$ cat config.mk
export PLATFORM = sky130hd
export DESIGN_NAME = stream_search_replace_unit
export DESIGN_NICKNAME = d
export VERILOG_FILES = /design/src/rtl/core/ssr_pkg.sv /design/src/rtl/core/ssr_front.sv /design/src/rtl/core/ssr_cmd_fifo.sv /design/src/rtl/core/ssr_back.sv /design/src/rtl/core/stream_search_replace_unit.sv
export VERILOG_INCLUDE_DIRS = /design/src /design/src/rtl/core
export SDC_FILE = /design/constraint.sdc
export NUM_CORES = 1
export LEC_CHECK = 0
export ABC_CLOCK_PERIOD_IN_PS = 11700
export BUFFER_PORTS_ARGS = -buffer_cell sky130_fd_sc_hd__clkbuf_2
export CAP_MARGIN = 0
export CORE_MARGIN = 1
export CORE_UTILIZATION = 39
export DETAILED_ROUTE_END_ITERATION = 10
export GPL_ROUTABILITY_DRIVEN = 0
export PLACE_DENSITY = 0.55
export SYNTH_ARGS = -nofsm -noshare
export SYNTH_HDL_FRONTEND = slang
export SYNTH_SLANG_ARGS = --single-unit
$ cat constraint.sdc
create_clock -name clk -period 11.7 [get_ports clk]
set_input_delay 0.585 -clock clk [delete_from_list [all_inputs] [get_ports clk]]
set_output_delay 0.585 -clock clk [all_outputs]
set_load 0.02 [all_outputs]
$ cat src/rtl/core/stream_search_replace_unit_assert.svh
// assertion macros shared by the search and replace core
// expects clk and rst_n in the scope of the including module
`ifndef STREAM_SEARCH_REPLACE_UNIT_ASSERT_SVH
`define STREAM_SEARCH_REPLACE_UNIT_ASSERT_SVH

// property that holds at every edge outside reset
`define SSR_CHECK(label, prop, msg) \
    label: assert property (@(posedge clk) disable iff (!rst_n) (prop)) else $error(msg);

// condition at one edge implies the expectation at the next edge
`define SSR_CHECK_NEXT(label, cond, nxt, msg) \
    label: assert property (@(posedge clk) disable iff (!rst_n) (cond) |=> (nxt)) \
        else $error(msg);

`endif

$ cat src/rtl/core/ssr_pkg.sv
// shared constants, register codes and helpers of the search and replace core
// no dependencies
`default_nettype none

package ssr_pkg;

    localparam int DEF_MAX_SEARCH  = 8;
    localparam int DEF_MAX_REPLACE = 8;
    localparam int DEF_CHAR_BITS   = 16;

    localparam int PORT_CHAR_BITS = 16;
    localparam int SLOT_BITS      = 16;
    localparam int NUM_SLOTS      = 8;
    localparam int LEN_BITS       = 4;
    localparam int CFG_IDX_BITS   = 3;
    localparam int CFG_DATA_BITS  = 64;
    localparam int QUEUE_DEPTH    = 2;

    localparam logic [CFG_IDX_BITS-1:0] REG_SEARCH_LEN  = 3'd0;
    localparam logic [CFG_IDX_BITS-1:0] REG_SEARCH_LOW  = 3'd1;
    localparam logic [CFG_IDX_BITS-1:0] REG_SEARCH_HIGH = 3'd2;
    localparam logic [CFG_IDX_BITS-1:0] REG_REPLACE_LEN = 3'd3;
    localparam logic [CFG_IDX_BITS-1:0] REG_REPLACE_LOW = 3'd4;
    localparam logic [CFG_IDX_BITS-1:0] REG_REPLACE_HIGH = 3'd5;

    typedef struct packed {
        logic [CFG_DATA_BITS-1:0] text_high;
        logic [CFG_DATA_BITS-1:0] text_low;
    } repl_text_t;

    // character slot of a two-word text; slots past the eighth read as zero
    function automatic logic [SLOT_BITS-1:0] slot_char(
        input logic [CFG_DATA_BITS-1:0] lo,
        input logic [CFG_DATA_BITS-1:0] hi,
        input int unsigned idx
    );
        logic [2*CFG_DATA_BITS-1:0] word;
        word = {hi, lo};
        if (idx < NUM_SLOTS)
        begin
            return word[idx*SLOT_BITS +: SLOT_BITS];
        end
        return '0;
    endfunction

endpackage

`default_nettype wire

$ cat src/rtl/core/ssr_front.sv
// front end: configuration registers, pending window and pattern compare
// emits one command per item that has results; uses ssr_pkg
`default_nettype none

module ssr_front
    import ssr_pkg::*;
#(
    parameter int MAX_SEARCH  = DEF_MAX_SEARCH,
    parameter int MAX_REPLACE = DEF_MAX_REPLACE,
    parameter int CHAR_BITS   = DEF_CHAR_BITS,
    parameter type cmd_t      = logic
)
(
    input  wire logic                      clk,
    input  wire logic                      rst_n,
    input  wire logic                      s_tvalid,
    output logic                           s_tready,
    input  wire logic [PORT_CHAR_BITS-1:0] s_tdata,
    input  wire logic                      s_tlast,
    input  wire logic                      cfg_valid,
    output logic                           cfg_ready,
    input  wire logic [CFG_IDX_BITS-1:0]   cfg_index,
    input  wire logic [CFG_DATA_BITS-1:0]  cfg_data,
    output logic                           cmd_valid,
    input  wire logic                      cmd_ready,
    output cmd_t                           cmd,
    output repl_text_t                     repl
);

    localparam int CW = $clog2(MAX_SEARCH + 1);
    localparam int NW = $clog2(MAX_SEARCH + MAX_REPLACE + 1);
    localparam int RW = (MAX_REPLACE > 0) ? $clog2(MAX_REPLACE + 1) : 1;

    logic [LEN_BITS-1:0]      slen_reg;
    logic [CFG_DATA_BITS-1:0] stext_lo_reg;
    logic [CFG_DATA_BITS-1:0] stext_hi_reg;
    logic [LEN_BITS-1:0]      rlen_reg;
    logic [CFG_DATA_BITS-1:0] rtext_lo_reg;
    logic [CFG_DATA_BITS-1:0] rtext_hi_reg;
    logic [CW-1:0]            cnt_reg;
    logic [CW-1:0]            cnt_next;
    logic [CHAR_BITS-1:0]     win_reg [MAX_SEARCH];

    logic                     s_acc;
    logic                     cfg_acc;
    logic [CHAR_BITS-1:0]     ch;
    logic [CW-1:0]            slen_c;
    logic [RW-1:0]            rlen_c;
    logic [CW-1:0]            cnt_eff;
    logic [CW-1:0]            cnt_inc;
    logic [CW-1:0]            cnt_after;
    logic [CHAR_BITS-1:0]     win_ins   [MAX_SEARCH];
    logic [CHAR_BITS-1:0]     win_after [MAX_SEARCH];
    logic [MAX_SEARCH-1:0]    pat_ok;
    logic                     full;
    logic                     match;
    logic [RW-1:0]            repl_n;
    logic                     has_one;
    logic [CW-1:0]            flush_n;
    logic [NW-1:0]            total;
    logic                     marker;
    logic                     push;

    assign s_acc     = s_tvalid && s_tready;
    assign cfg_acc   = cfg_valid && cfg_ready;
    assign s_tready  = cmd_ready;
    assign cfg_ready = 1'b1;
    assign ch        = CHAR_BITS'(s_tdata);

    always_comb
    begin
        if (slen_reg > LEN_BITS'(MAX_SEARCH > 15 ? 15 : MAX_SEARCH))
        begin
            slen_c = CW'(MAX_SEARCH);
        end
        else
        begin
            slen_c = CW'(slen_reg);
        end
        if (MAX_REPLACE < 15 && rlen_reg > LEN_BITS'(MAX_REPLACE < 15 ? MAX_REPLACE : 15))
        begin
            rlen_c = RW'(MAX_REPLACE);
        end
        else
        begin
            rlen_c = RW'(rlen_reg);
        end
    end

    always_comb
    begin
        cnt_eff = (cnt_reg >= CW'(MAX_SEARCH)) ? '0 : cnt_reg;
        cnt_inc = cnt_eff + 1'b1;
        for (int i = 0; i < MAX_SEARCH; i++)
        begin
            win_ins[i] = (cnt_eff == CW'(i)) ? ch : win_reg[i];
            pat_ok[i]  = (CW'(i) >= slen_c)
                      || (win_ins[i] == CHAR_BITS'(slot_char(stext_lo_reg, stext_hi_reg, i)));
        end
        match = &pat_ok;
        full  = (cnt_inc >= slen_c);

        repl_n    = '0;
        has_one   = 1'b0;
        cnt_after = cnt_inc;
        win_after = win_ins;
        if (full && match)
        begin
            repl_n    = rlen_c;
            cnt_after = '0;
        end
        else if (full)
        begin
            // oldest character leaves, the rest move down one place
            has_one   = 1'b1;
            cnt_after = cnt_inc - 1'b1;
            for (int i = 0; i < MAX_SEARCH - 1; i++)
            begin
                win_after[i] = win_ins[i+1];
            end
        end

        flush_n = s_tlast ? cnt_after : '0;
        total   = NW'(repl_n) + NW'(has_one) + NW'(flush_n);
        marker  = s_tlast && (total == '0);

        cmd         = '0;
        cmd.last    = s_tlast;
        cmd.has_one = has_one;
        cmd.repl_n  = repl_n;
        cmd.marker  = marker;
        cmd.total   = marker ? NW'(1) : total;
        cmd.one_char = win_ins[0];
        for (int i = 0; i < MAX_SEARCH; i++)
        begin
            cmd.win[i] = win_after[i];
        end

        if (slen_c == '0)
        begin
            // empty pattern: only the final character reports, as an error
            cmd        = '0;
            cmd.err    = 1'b1;
            cmd.last   = 1'b1;
            cmd.total  = NW'(1);
            push       = s_tlast;
            cnt_next   = '0;
        end
        else
        begin
            push     = s_tlast || (total != '0);
            cnt_next = s_tlast ? '0 : cnt_after;
        end
    end

    assign cmd_valid = s_acc && push;
    assign repl      = '{text_high: rtext_hi_reg, text_low: rtext_lo_reg};

    always_ff @(posedge clk or negedge rst_n)
    begin
        if (!rst_n)
        begin
            slen_reg     <= LEN_BITS'(1);
            stext_lo_reg <= '0;
            stext_hi_reg <= '0;
            rlen_reg     <= '0;
            rtext_lo_reg <= '0;
            rtext_hi_reg <= '0;
            cnt_reg      <= '0;
        end
        else
        begin
            // a new pattern length drops the pending characters
            if (cfg_acc && (cfg_index == REG_SEARCH_LEN))
            begin
                cnt_reg <= '0;
            end
            else if (s_acc)
            begin
                cnt_reg <= cnt_next;
            end
            if (cfg_acc)
            begin
                unique case (cfg_index)
                    REG_SEARCH_LEN:   slen_reg     <= cfg_data[LEN_BITS-1:0];
                    REG_SEARCH_LOW:   stext_lo_reg <= cfg_data;
                    REG_SEARCH_HIGH:  stext_hi_reg <= cfg_data;
                    REG_REPLACE_LEN:  rlen_reg     <= cfg_data[LEN_BITS-1:0];
                    REG_REPLACE_LOW:  rtext_lo_reg <= cfg_data;
                    REG_REPLACE_HIGH: rtext_hi_reg <= cfg_data;
                    default:
                    begin
                    end
                endcase
            end
        end
    end

    always_ff @(posedge clk)
    begin
        if (s_acc)
        begin
            for (int i = 0; i < MAX_SEARCH; i++)
            begin
                win_reg[i] <= win_after[i];
            end
        end
    end

`include "stream_search_replace_unit_assert.svh"

    `SSR_CHECK(a_cnt_below_max, cnt_reg < CW'(MAX_SEARCH), "pending count out of range")
    `SSR_CHECK_NEXT(a_last_clears, s_acc && s_tlast, cnt_reg == '0, "window kept after end")

endmodule

`default_nettype wire

$ cat src/rtl/core/ssr_cmd_fifo.sv
// two-entry command queue between the front and back ends
// uses ssr_pkg for its depth
`default_nettype none

module ssr_cmd_fifo
    import ssr_pkg::*;
#(
    parameter type cmd_t = logic
)
(
    input  wire logic clk,
    input  wire logic rst_n,
    input  wire logic push,
    input  wire cmd_t push_data,
    output logic      not_full,
    input  wire logic pop,
    output cmd_t      head,
    output logic      not_empty
);

    localparam int PW = $clog2(QUEUE_DEPTH);
    localparam int CNTW = $clog2(QUEUE_DEPTH + 1);

    cmd_t            mem_reg [QUEUE_DEPTH];
    logic [PW-1:0]   wptr_reg;
    logic [PW-1:0]   rptr_reg;
    logic [CNTW-1:0] cnt_reg;
    logic            do_push;
    logic            do_pop;

    assign not_full  = (cnt_reg != CNTW'(QUEUE_DEPTH));
    assign not_empty = (cnt_reg != '0);
    assign do_push   = push && not_full;
    assign do_pop    = pop && not_empty;
    assign head      = mem_reg[rptr_reg];

    always_ff @(posedge clk or negedge rst_n)
    begin
        if (!rst_n)
        begin
            wptr_reg <= '0;
            rptr_reg <= '0;
            cnt_reg  <= '0;
        end
        else
        begin
            if (do_push)
            begin
                wptr_reg <= (wptr_reg == PW'(QUEUE_DEPTH - 1)) ? '0 : wptr_reg + 1'b1;
            end
            if (do_pop)
            begin
                rptr_reg <= (rptr_reg == PW'(QUEUE_DEPTH - 1)) ? '0 : rptr_reg + 1'b1;
            end
            case ({do_push, do_pop})
                2'b10:   cnt_reg <= cnt_reg + 1'b1;
                2'b01:   cnt_reg <= cnt_reg - 1'b1;
                default: cnt_reg <= cnt_reg;
            endcase
        end
    end

    always_ff @(posedge clk)
    begin
        if (do_push)
        begin
            mem_reg[wptr_reg] <= push_data;
        end
    end

`include "stream_search_replace_unit_assert.svh"

    `SSR_CHECK(a_no_push_when_full, push |-> not_full, "command pushed into a full queue")

endmodule

`default_nettype wire

$ cat src/rtl/core/ssr_back.sv
// back end: expands one command into result transactions, one per cycle while the master side takes them
// output register toward the master side; uses ssr_pkg
`default_nettype none

module ssr_back
    import ssr_pkg::*;
#(
    parameter int MAX_SEARCH  = DEF_MAX_SEARCH,
    parameter int MAX_REPLACE = DEF_MAX_REPLACE,
    parameter int CHAR_BITS   = DEF_CHAR_BITS,
    parameter type cmd_t      = logic
)
(
    input  wire logic                       clk,
    input  wire logic                       rst_n,
    input  wire logic                       cmd_valid,
    input  wire cmd_t                       cmd,
    output logic                            cmd_pop,
    input  wire repl_text_t                 repl,
    output logic                            m_tvalid,
    input  wire logic                       m_tready,
    output logic [PORT_CHAR_BITS-1:0]       m_tdata,
    output logic [1:0]                      m_tuser,
    output logic                            m_tlast
);

    localparam int NW = $clog2(MAX_SEARCH + MAX_REPLACE + 1);

    logic [NW-1:0]        pos_reg;
    logic                 m_valid_reg;
    logic [CHAR_BITS-1:0] char_reg;
    logic                 cv_reg;
    logic                 err_reg;
    logic                 last_reg;

    logic                 load;
    logic                 final_res;
    logic [NW-1:0]        flush_idx;
    logic [CHAR_BITS-1:0] res_char;
    logic                 res_cv;

    assign load      = cmd_valid && (!m_valid_reg || m_tready);
    assign final_res = (pos_reg == cmd.total - 1'b1);
    assign cmd_pop   = load && final_res;
    assign flush_idx = pos_reg - NW'(cmd.repl_n) - NW'(cmd.has_one);

    // replacement characters first, then the oldest character, then the flush; no character on error or marker
    always_comb
    begin
        res_char = '0;
        res_cv   = 1'b1;
        if (cmd.err || cmd.marker)
        begin
            res_cv = 1'b0;
        end
        else if (pos_reg < NW'(cmd.repl_n))
        begin
            res_char = CHAR_BITS'(slot_char(repl.text_low, repl.text_high, 32'(pos_reg)));
        end
        else if (cmd.has_one && (pos_reg == NW'(cmd.repl_n)))
        begin
            res_char = cmd.one_char;
        end
        else
        begin
            for (int i = 0; i < MAX_SEARCH; i++)
            begin
                if (flush_idx == NW'(i))
                begin
                    res_char = cmd.win[i];
                end
            end
        end
    end

    always_ff @(posedge clk or negedge rst_n)
    begin
        if (!rst_n)
        begin
            pos_reg     <= '0;
            m_valid_reg <= 1'b0;
        end
        else
        begin
            if (load)
            begin
                pos_reg     <= final_res ? '0 : pos_reg + 1'b1;
                m_valid_reg <= 1'b1;
            end
            else if (m_tready)
            begin
                m_valid_reg <= 1'b0;
            end
        end
    end

    always_ff @(posedge clk)
    begin
        if (load)
        begin
            char_reg <= res_char;
            cv_reg   <= res_cv;
            err_reg  <= cmd.err;
            last_reg <= cmd.last && final_res;
        end
    end

    assign m_tvalid = m_valid_reg;
    assign m_tdata  = PORT_CHAR_BITS'(char_reg);
    assign m_tuser  = {err_reg, cv_reg};
    assign m_tlast  = last_reg;

`include "stream_search_replace_unit_assert.svh"

    `SSR_CHECK(a_pos_in_cmd, cmd_valid |-> (pos_reg < cmd.total), "result index past command")
    `SSR_CHECK(a_err_is_last, (m_valid_reg && err_reg) |-> last_reg, "error result not last")

endmodule

`default_nettype wire

$ cat src/rtl/core/stream_search_replace_unit.sv
// path: the first result of an item is written into the command queue and then into the output
//   register before it is offered on the master side
// throughput: one subject character per cycle while the command queue has room; the back
//   end gives one result per cycle while the master side takes them
// reset: registers take their reset values, window empty, queue and output register empty
// top level of the search and replace core; joins front, command queue and back
`default_nettype none

module stream_search_replace_unit
    import ssr_pkg::*;
#(
    parameter int MAX_SEARCH  = DEF_MAX_SEARCH,
    parameter int MAX_REPLACE = DEF_MAX_REPLACE,
    parameter int CHAR_BITS   = DEF_CHAR_BITS
)
(
    input  wire logic                      clk,
    input  wire logic                      rst_n,
    input  wire logic                      s_tvalid,
    output logic                           s_tready,
    input  wire logic [PORT_CHAR_BITS-1:0] s_tdata,   // subject_char
    input  wire logic                      s_tlast,   // subject_end
    output logic                           m_tvalid,
    input  wire logic                      m_tready,
    output logic [PORT_CHAR_BITS-1:0]      m_tdata,   // out_char
    output logic [1:0]                     m_tuser,   // char_valid, error
    output logic                           m_tlast,   // out_last
    input  wire logic                      cfg_valid,
    output logic                           cfg_ready,
    input  wire logic [CFG_IDX_BITS-1:0]   cfg_index,
    input  wire logic [CFG_DATA_BITS-1:0]  cfg_data
);

    localparam int NW = $clog2(MAX_SEARCH + MAX_REPLACE + 1);
    localparam int RW = (MAX_REPLACE > 0) ? $clog2(MAX_REPLACE + 1) : 1;

    typedef struct packed {
        logic                                  err;
        logic                                  marker;
        logic                                  last;
        logic                                  has_one;
        logic [RW-1:0]                         repl_n;
        logic [NW-1:0]                         total;
        logic [CHAR_BITS-1:0]                  one_char;
        logic [MAX_SEARCH-1:0][CHAR_BITS-1:0]  win;
    } cmd_t;

    cmd_t       push_cmd;
    cmd_t       head_cmd;
    logic       push_valid;
    logic       q_not_full;
    logic       q_not_empty;
    logic       q_pop;
    repl_text_t repl;

    ssr_front #(
        .MAX_SEARCH  (MAX_SEARCH),
        .MAX_REPLACE (MAX_REPLACE),
        .CHAR_BITS   (CHAR_BITS),
        .cmd_t       (cmd_t)
    ) u_front (
        .clk       (clk),
        .rst_n     (rst_n),
        .s_tvalid  (s_tvalid),
        .s_tready  (s_tready),
        .s_tdata   (s_tdata),
        .s_tlast   (s_tlast),
        .cfg_valid (cfg_valid),
        .cfg_ready (cfg_ready),
        .cfg_index (cfg_index),
        .cfg_data  (cfg_data),
        .cmd_valid (push_valid),
        .cmd_ready (q_not_full),
        .cmd       (push_cmd),
        .repl      (repl)
    );

    ssr_cmd_fifo #(
        .cmd_t (cmd_t)
    ) u_queue (
        .clk       (clk),
        .rst_n     (rst_n),
        .push      (push_valid),
        .push_data (push_cmd),
        .not_full  (q_not_full),
        .pop       (q_pop),
        .head      (head_cmd),
        .not_empty (q_not_empty)
    );

    ssr_back #(
        .MAX_SEARCH  (MAX_SEARCH),
        .MAX_REPLACE (MAX_REPLACE),
        .CHAR_BITS   (CHAR_BITS),
        .cmd_t       (cmd_t)
    ) u_back (
        .clk       (clk),
        .rst_n     (rst_n),
        .cmd_valid (q_not_empty),
        .cmd       (head_cmd),
        .cmd_pop   (q_pop),
        .repl      (repl),
        .m_tvalid  (m_tvalid),
        .m_tready  (m_tready),
        .m_tdata   (m_tdata),
        .m_tuser   (m_tuser),
        .m_tlast   (m_tlast)
    );

endmodule

`default_nettype wire

==> flow_results.xml <==
<?xml version="1.0" encoding="UTF-8"?>
<metrics>
  <group name="cells_and_area">
    <metric name="drive_above_1_share" unit="%">21.2</metric>
    <metric name="area_delta_synth_final" unit="%">11.8</metric>
    <metric name="final-instance-count-excl-fill" unit="">4178</metric>
    <metric name="max_ffs_per_register" unit="">314</metric>
    <metric name="layout.cells.most_common" unit="">sky130_fd_sc_hd__edfxtp_1</metric>
    <metric name="most_frequent_cells_in_the_layout" unit="">sky130_fd_sc_hd__edfxtp_1, sky130_fd_sc_hd__dfrtp_1, sky130_fd_sc_hd__mux2_2</metric>
    <metric name="layout.core_utilization" unit="%">44.2</metric>
    <metric name="nets" unit="">2989</metric>
  </group>
  <group name="synth">
    <metric name="post_synth_num_cell_types" unit="">89</metric>
    <metric name="synth_warnings" unit="">0</metric>
    <metric name="postSynthCellCount" unit="">2826</metric>
    <metric name="synth_ff_type" unit="">sky130_fd_sc_hd__edfxtp_1</metric>
    <metric name="yosys_register_bits" unit="">739</metric>
    <metric name="syn_nets" unit="">2944</metric>
    <metric name="average_cell_area_after_synthesis" unit="um^2">12.9</metric>
    <metric name="syn_area" unit="mm^2">0.0364</metric>
    <metric name="postSynth.asyncResetShare" unit="%">37.6</metric>
    <metric name="synth_enable_flop_cells" unit="">461</metric>
    <metric name="yosysSeqAreaShare" unit="%">57.2</metric>
  </group>
  <group name="floorplan">
    <metric name="placementRows" unit="">111</metric>
    <metric name="floorplan.die_area" unit="mm^2">0.0945</metric>
    <metric name="boundaryPins" unit="">111</metric>
    <metric name="core_region_area" unit="mm^2">0.0919</metric>
    <metric name="start_util" unit="%">39.5</metric>
    <metric name="die-width" unit="um">307</metric>
    <metric name="floorplan.die.height" unit="um">307</metric>
  </group>
  <group name="clock_network">
    <metric name="clock_sink_count" unit="">739</metric>
    <metric name="cts_tree" unit="">built</metric>
    <metric name="cts_hold_buffers" unit="">0</metric>
    <metric name="post_cts_resized" unit="">0</metric>
    <metric name="cts_root_buffer" unit="">sky130_fd_sc_hd__clkbuf_16</metric>
    <metric name="path_clk_slew" unit="ps">70</metric>
    <metric name="clk_latency" unit="ps">640</metric>
    <metric name="h-tree-depth" unit="">3</metric>
    <metric name="cts_max_path_buffers" unit="">3</metric>
    <metric name="cts_inserted_buffers" unit="">78</metric>
    <metric name="postCtsSetupBuffers" unit="">0</metric>
  </group>
  <group name="hold_path">
    <metric name="worst_min_path_class" unit="">in2async</metric>
  </group>
  <group name="sta">
    <metric name="grt_setup_unrepaired" unit="">no</metric>
    <metric name="hold_viol" unit="">0</metric>
    <metric name="holdWs" unit="ps">87.0</metric>
    <metric name="fmax" unit="GHz">0.111</metric>
    <metric name="final_critical_path_setup_slack" unit="ps">2710</metric>
    <metric name="layout_worst_path_cycle_share" unit="%">76.8</metric>
    <metric name="slew_viol_final" unit="">0</metric>
    <metric name="clock-skew-final" unit="ps">23.2</metric>
    <metric name="fin_crit" unit="ps">8990</metric>
    <metric name="setup_viol" unit="">0</metric>
    <metric name="slew_headroom" unit="%">11.1</metric>
    <metric name="fin_setup_tns" unit="ps">0</metric>
    <metric name="worst_tran_pin_value" unit="ps">1300</metric>
  </group>
  <group name="power_and_ir_drop">
    <metric name="peakVddDrop" unit="uV">189</metric>
    <metric name="static_leakage_power" unit="nW">15.4</metric>
    <metric name="power_per_cell_area" unit="mW/mm^2">324</metric>
  </group>
  <group name="global_routing">
    <metric name="overflow" unit="">0</metric>
    <metric name="vias_in_the_first_global_route" unit="">25200</metric>
    <metric name="grt_first_pass_wirelength" unit="mm">187</metric>
    <metric name="globalRouteTotalUtil" unit="%">27.7</metric>
    <metric name="antenna_found_initial" unit="">7</metric>
    <metric name="grt_max_degree" unit="">158</metric>
  </group>
  <group name="routing">
    <metric name="detail_route.first_pass.iterations" unit="">8</metric>
    <metric name="initialDrtViolationCount" unit="">3674</metric>
    <metric name="post_drt_wl_per_cell" unit="um">31.6</metric>
    <metric name="route.vias.total" unit="">25900</metric>
    <metric name="post-route-drc-count" unit="">0</metric>
    <metric name="vias_per_cell" unit="">6.20</metric>
    <metric name="detail_route.wirelength" unit="mm">132</metric>
    <metric name="antenna_violating_nets_post_route" unit="">0</metric>
  </group>
  <group name="worst_setup_path">
    <metric name="critical_path_required" unit="ps">11950</metric>
    <metric name="cp-end-kind" unit="">flip-flop</metric>
    <metric name="worst-setup-path-type" unit="">reg2reg</metric>
    <metric name="crit_path_start_kind" unit="">flip-flop</metric>
    <metric name="critPathArrivalTime" unit="ps">9230</metric>
    <metric name="worst-path-max-fanout" unit="">157</metric>
  </group>
  <group name="outcome">
    <metric name="run_status" unit="">complete, no violations</metric>
  </group>
  <group name="flow_run">
    <metric name="cap_viol_max_count" unit="">0</metric>
  </group>
  <group name="place">
    <metric name="dpl.hpwl" unit="mm">94.8</metric>
    <metric name="portBuffers" unit="">109</metric>
    <metric name="preCtsSetupSlack" unit="ps">3160</metric>
    <metric name="place.detailed.instances" unit="">4034</metric>
  </group>
</metrics>
-- cells in the mapped netlist (25+ instances only) --
cell / n / area, um^2
sky130_fd_sc_hd__a211oi_1: 63 / 473
sky130_fd_sc_hd__a21oi_1: 126 / 631
sky130_fd_sc_hd__a2bb2oi_1: 26 / 228
sky130_fd_sc_hd__buf_1: 30 / 113
sky130_fd_sc_hd__buf_2: 44 / 220
sky130_fd_sc_hd__clkbuf_1: 99 / 372
sky130_fd_sc_hd__dfrtp_1: 277 / 6930
sky130_fd_sc_hd__edfxtp_1: 461 / 13800
sky130_fd_sc_hd__ha_1: 25 / 313
sky130_fd_sc_hd__inv_1: 110 / 413
sky130_fd_sc_hd__mux2_2: 233 / 2620
sky130_fd_sc_hd__mux2i_1: 204 / 2040
sky130_fd_sc_hd__mux4_2: 48 / 1080
sky130_fd_sc_hd__nand2_1: 169 / 634
sky130_fd_sc_hd__nand3_1: 34 / 170
sky130_fd_sc_hd__nand4_1: 27 / 169
sky130_fd_sc_hd__nor2_1: 132 / 495
sky130_fd_sc_hd__nor3_1: 29 / 145
sky130_fd_sc_hd__o21ai_0: 106 / 531
sky130_fd_sc_hd__o221ai_1: 29 / 254
sky130_fd_sc_hd__o22ai_1: 49 / 307
sky130_fd_sc_hd__xnor2_1: 55 / 482
sky130_fd_sc_hd__xor2_1: 90 / 788
-- critical path, cell delays in order, from the launching register on --
cell                        delay (ps)
sky130_fd_sc_hd__dfrtp_1           490
sky130_fd_sc_hd__nor2b_1           530
sky130_fd_sc_hd__ha_1              630
sky130_fd_sc_hd__and2_1            940
sky130_fd_sc_hd__o21ai_1           280
sky130_fd_sc_hd__a2111oi_0         600
sky130_fd_sc_hd__nand4_1           400
sky130_fd_sc_hd__o22ai_1           290
sky130_fd_sc_hd__o2111a_1          810
sky130_fd_sc_hd__a21oi_4            90
sky130_fd_sc_hd__buf_4             340
sky130_fd_sc_hd__inv_4             380
sky130_fd_sc_hd__mux2i_1           190
sky130_fd_sc_hd__nand2_1           130
sky130_fd_sc_hd__fa_1              160
sky130_fd_sc_hd__inv_1              70
sky130_fd_sc_hd__fa_1              460
sky130_fd_sc_hd__xnor2_1           170
sky130_fd_sc_hd__nand4_1           120
sky130_fd_sc_hd__a21oi_1            70
sky130_fd_sc_hd__nand2b_1          300
sky130_fd_sc_hd__nor2_4            200
sky130_fd_sc_hd__buf_12            520
-- logic make-up (layout without fill, tap and decap cells) --
group | count (synthesis) | after routing | synth area share, %
compound gates | 613 | 613 | 12.1
xor+xnor | 145 | 145 | 3.49
fa+ha+maj | 29 | 29 | 1.08
buf+inv | 314 | 421 | 3.69
flops | 739 | 739 | 57.2
mux | 489 | 489 | 16.0
other cells | 1 | 3 | 0.0103
simple gates | 496 | 496 | 6.47
-- per-layer routing --
| metal | GRT usage (%) | up-vias | wire, um | part of all wire [%] |
|---|---|---|---|---|
| met5 | 0 | - | 12 | 0.0091 |
| met4 | 14.6 | 2 | 8220 | 6.2 |
| met3 | 7.23 | 365 | 14100 | 11 |
| met2 | 41.5 | 1571 | 57400 | 43 |
| met1 | 36.8 | 13200 | 52300 | 40 |
| li1 | - | 10800 | - | - |
-- through the flow --
step | area, um^2 | power, mW
5_1_grt | 40700 | 13.6
2_1_floorplan | 36400 | 8.26
3_5_place_dp | 38100 | 10.6
4_1_cts | 40700 | 13.1
6_report | 40700 | 13.2
3_3_place_gp | 38100 | 10.4
-- area by class of cell --
| cell class | instances | area, um^2 |
|---|---|---|
| multi-input combinational | 1773 | 14300 |
| clock buffer | 108 | 2240 |
| sequential | 739 | 20800 |
| fill | 8483 | 51300 |
| inverter | 122 | 468 |
| antenna | 2 | 5.00 |
| clock inverter | 34 | 308 |
| timing repair buffer | 157 | 966 |
| tap | 1243 | 1560 |
-- path summary, 6_finish.rpt --
check	startpoint	endpoint	slack, ps	cells past startpoint
max reg2reg	u_front.cnt_reg[3]$_DFFE_PN0P_	u_queue.mem_reg[1][36]$_DFFE_PP_	2710	22
min in group clk	m_tready	u_back.m_tvalid$_DFFE_PN0P_	230	3
min	rst_n	u_front.stext_lo_reg[6]$_DFFE_PN0P_	90	1
max in group asynchronous	rst_n	u_queue.rptr_reg$_DFFE_PN0P_	10090	2
max	u_front.cnt_reg[3]$_DFFE_PN0P_	u_queue.mem_reg[1][36]$_DFFE_PP_	2710	22
min reg2reg	u_front.rtext_hi_reg[29]$_DFFE_PN0P_	u_front.rtext_hi_reg[29]$_DFFE_PN0P_	500	1
-- report_power, final --
group,total (mW),switching [mW],internal (mW)
sequential,4.91,0.738,4.17
combinational,5.77,3.82,1.95
clock,2.50,1.06,1.43
No activity file was read; power rests on OpenSTA's default activity.
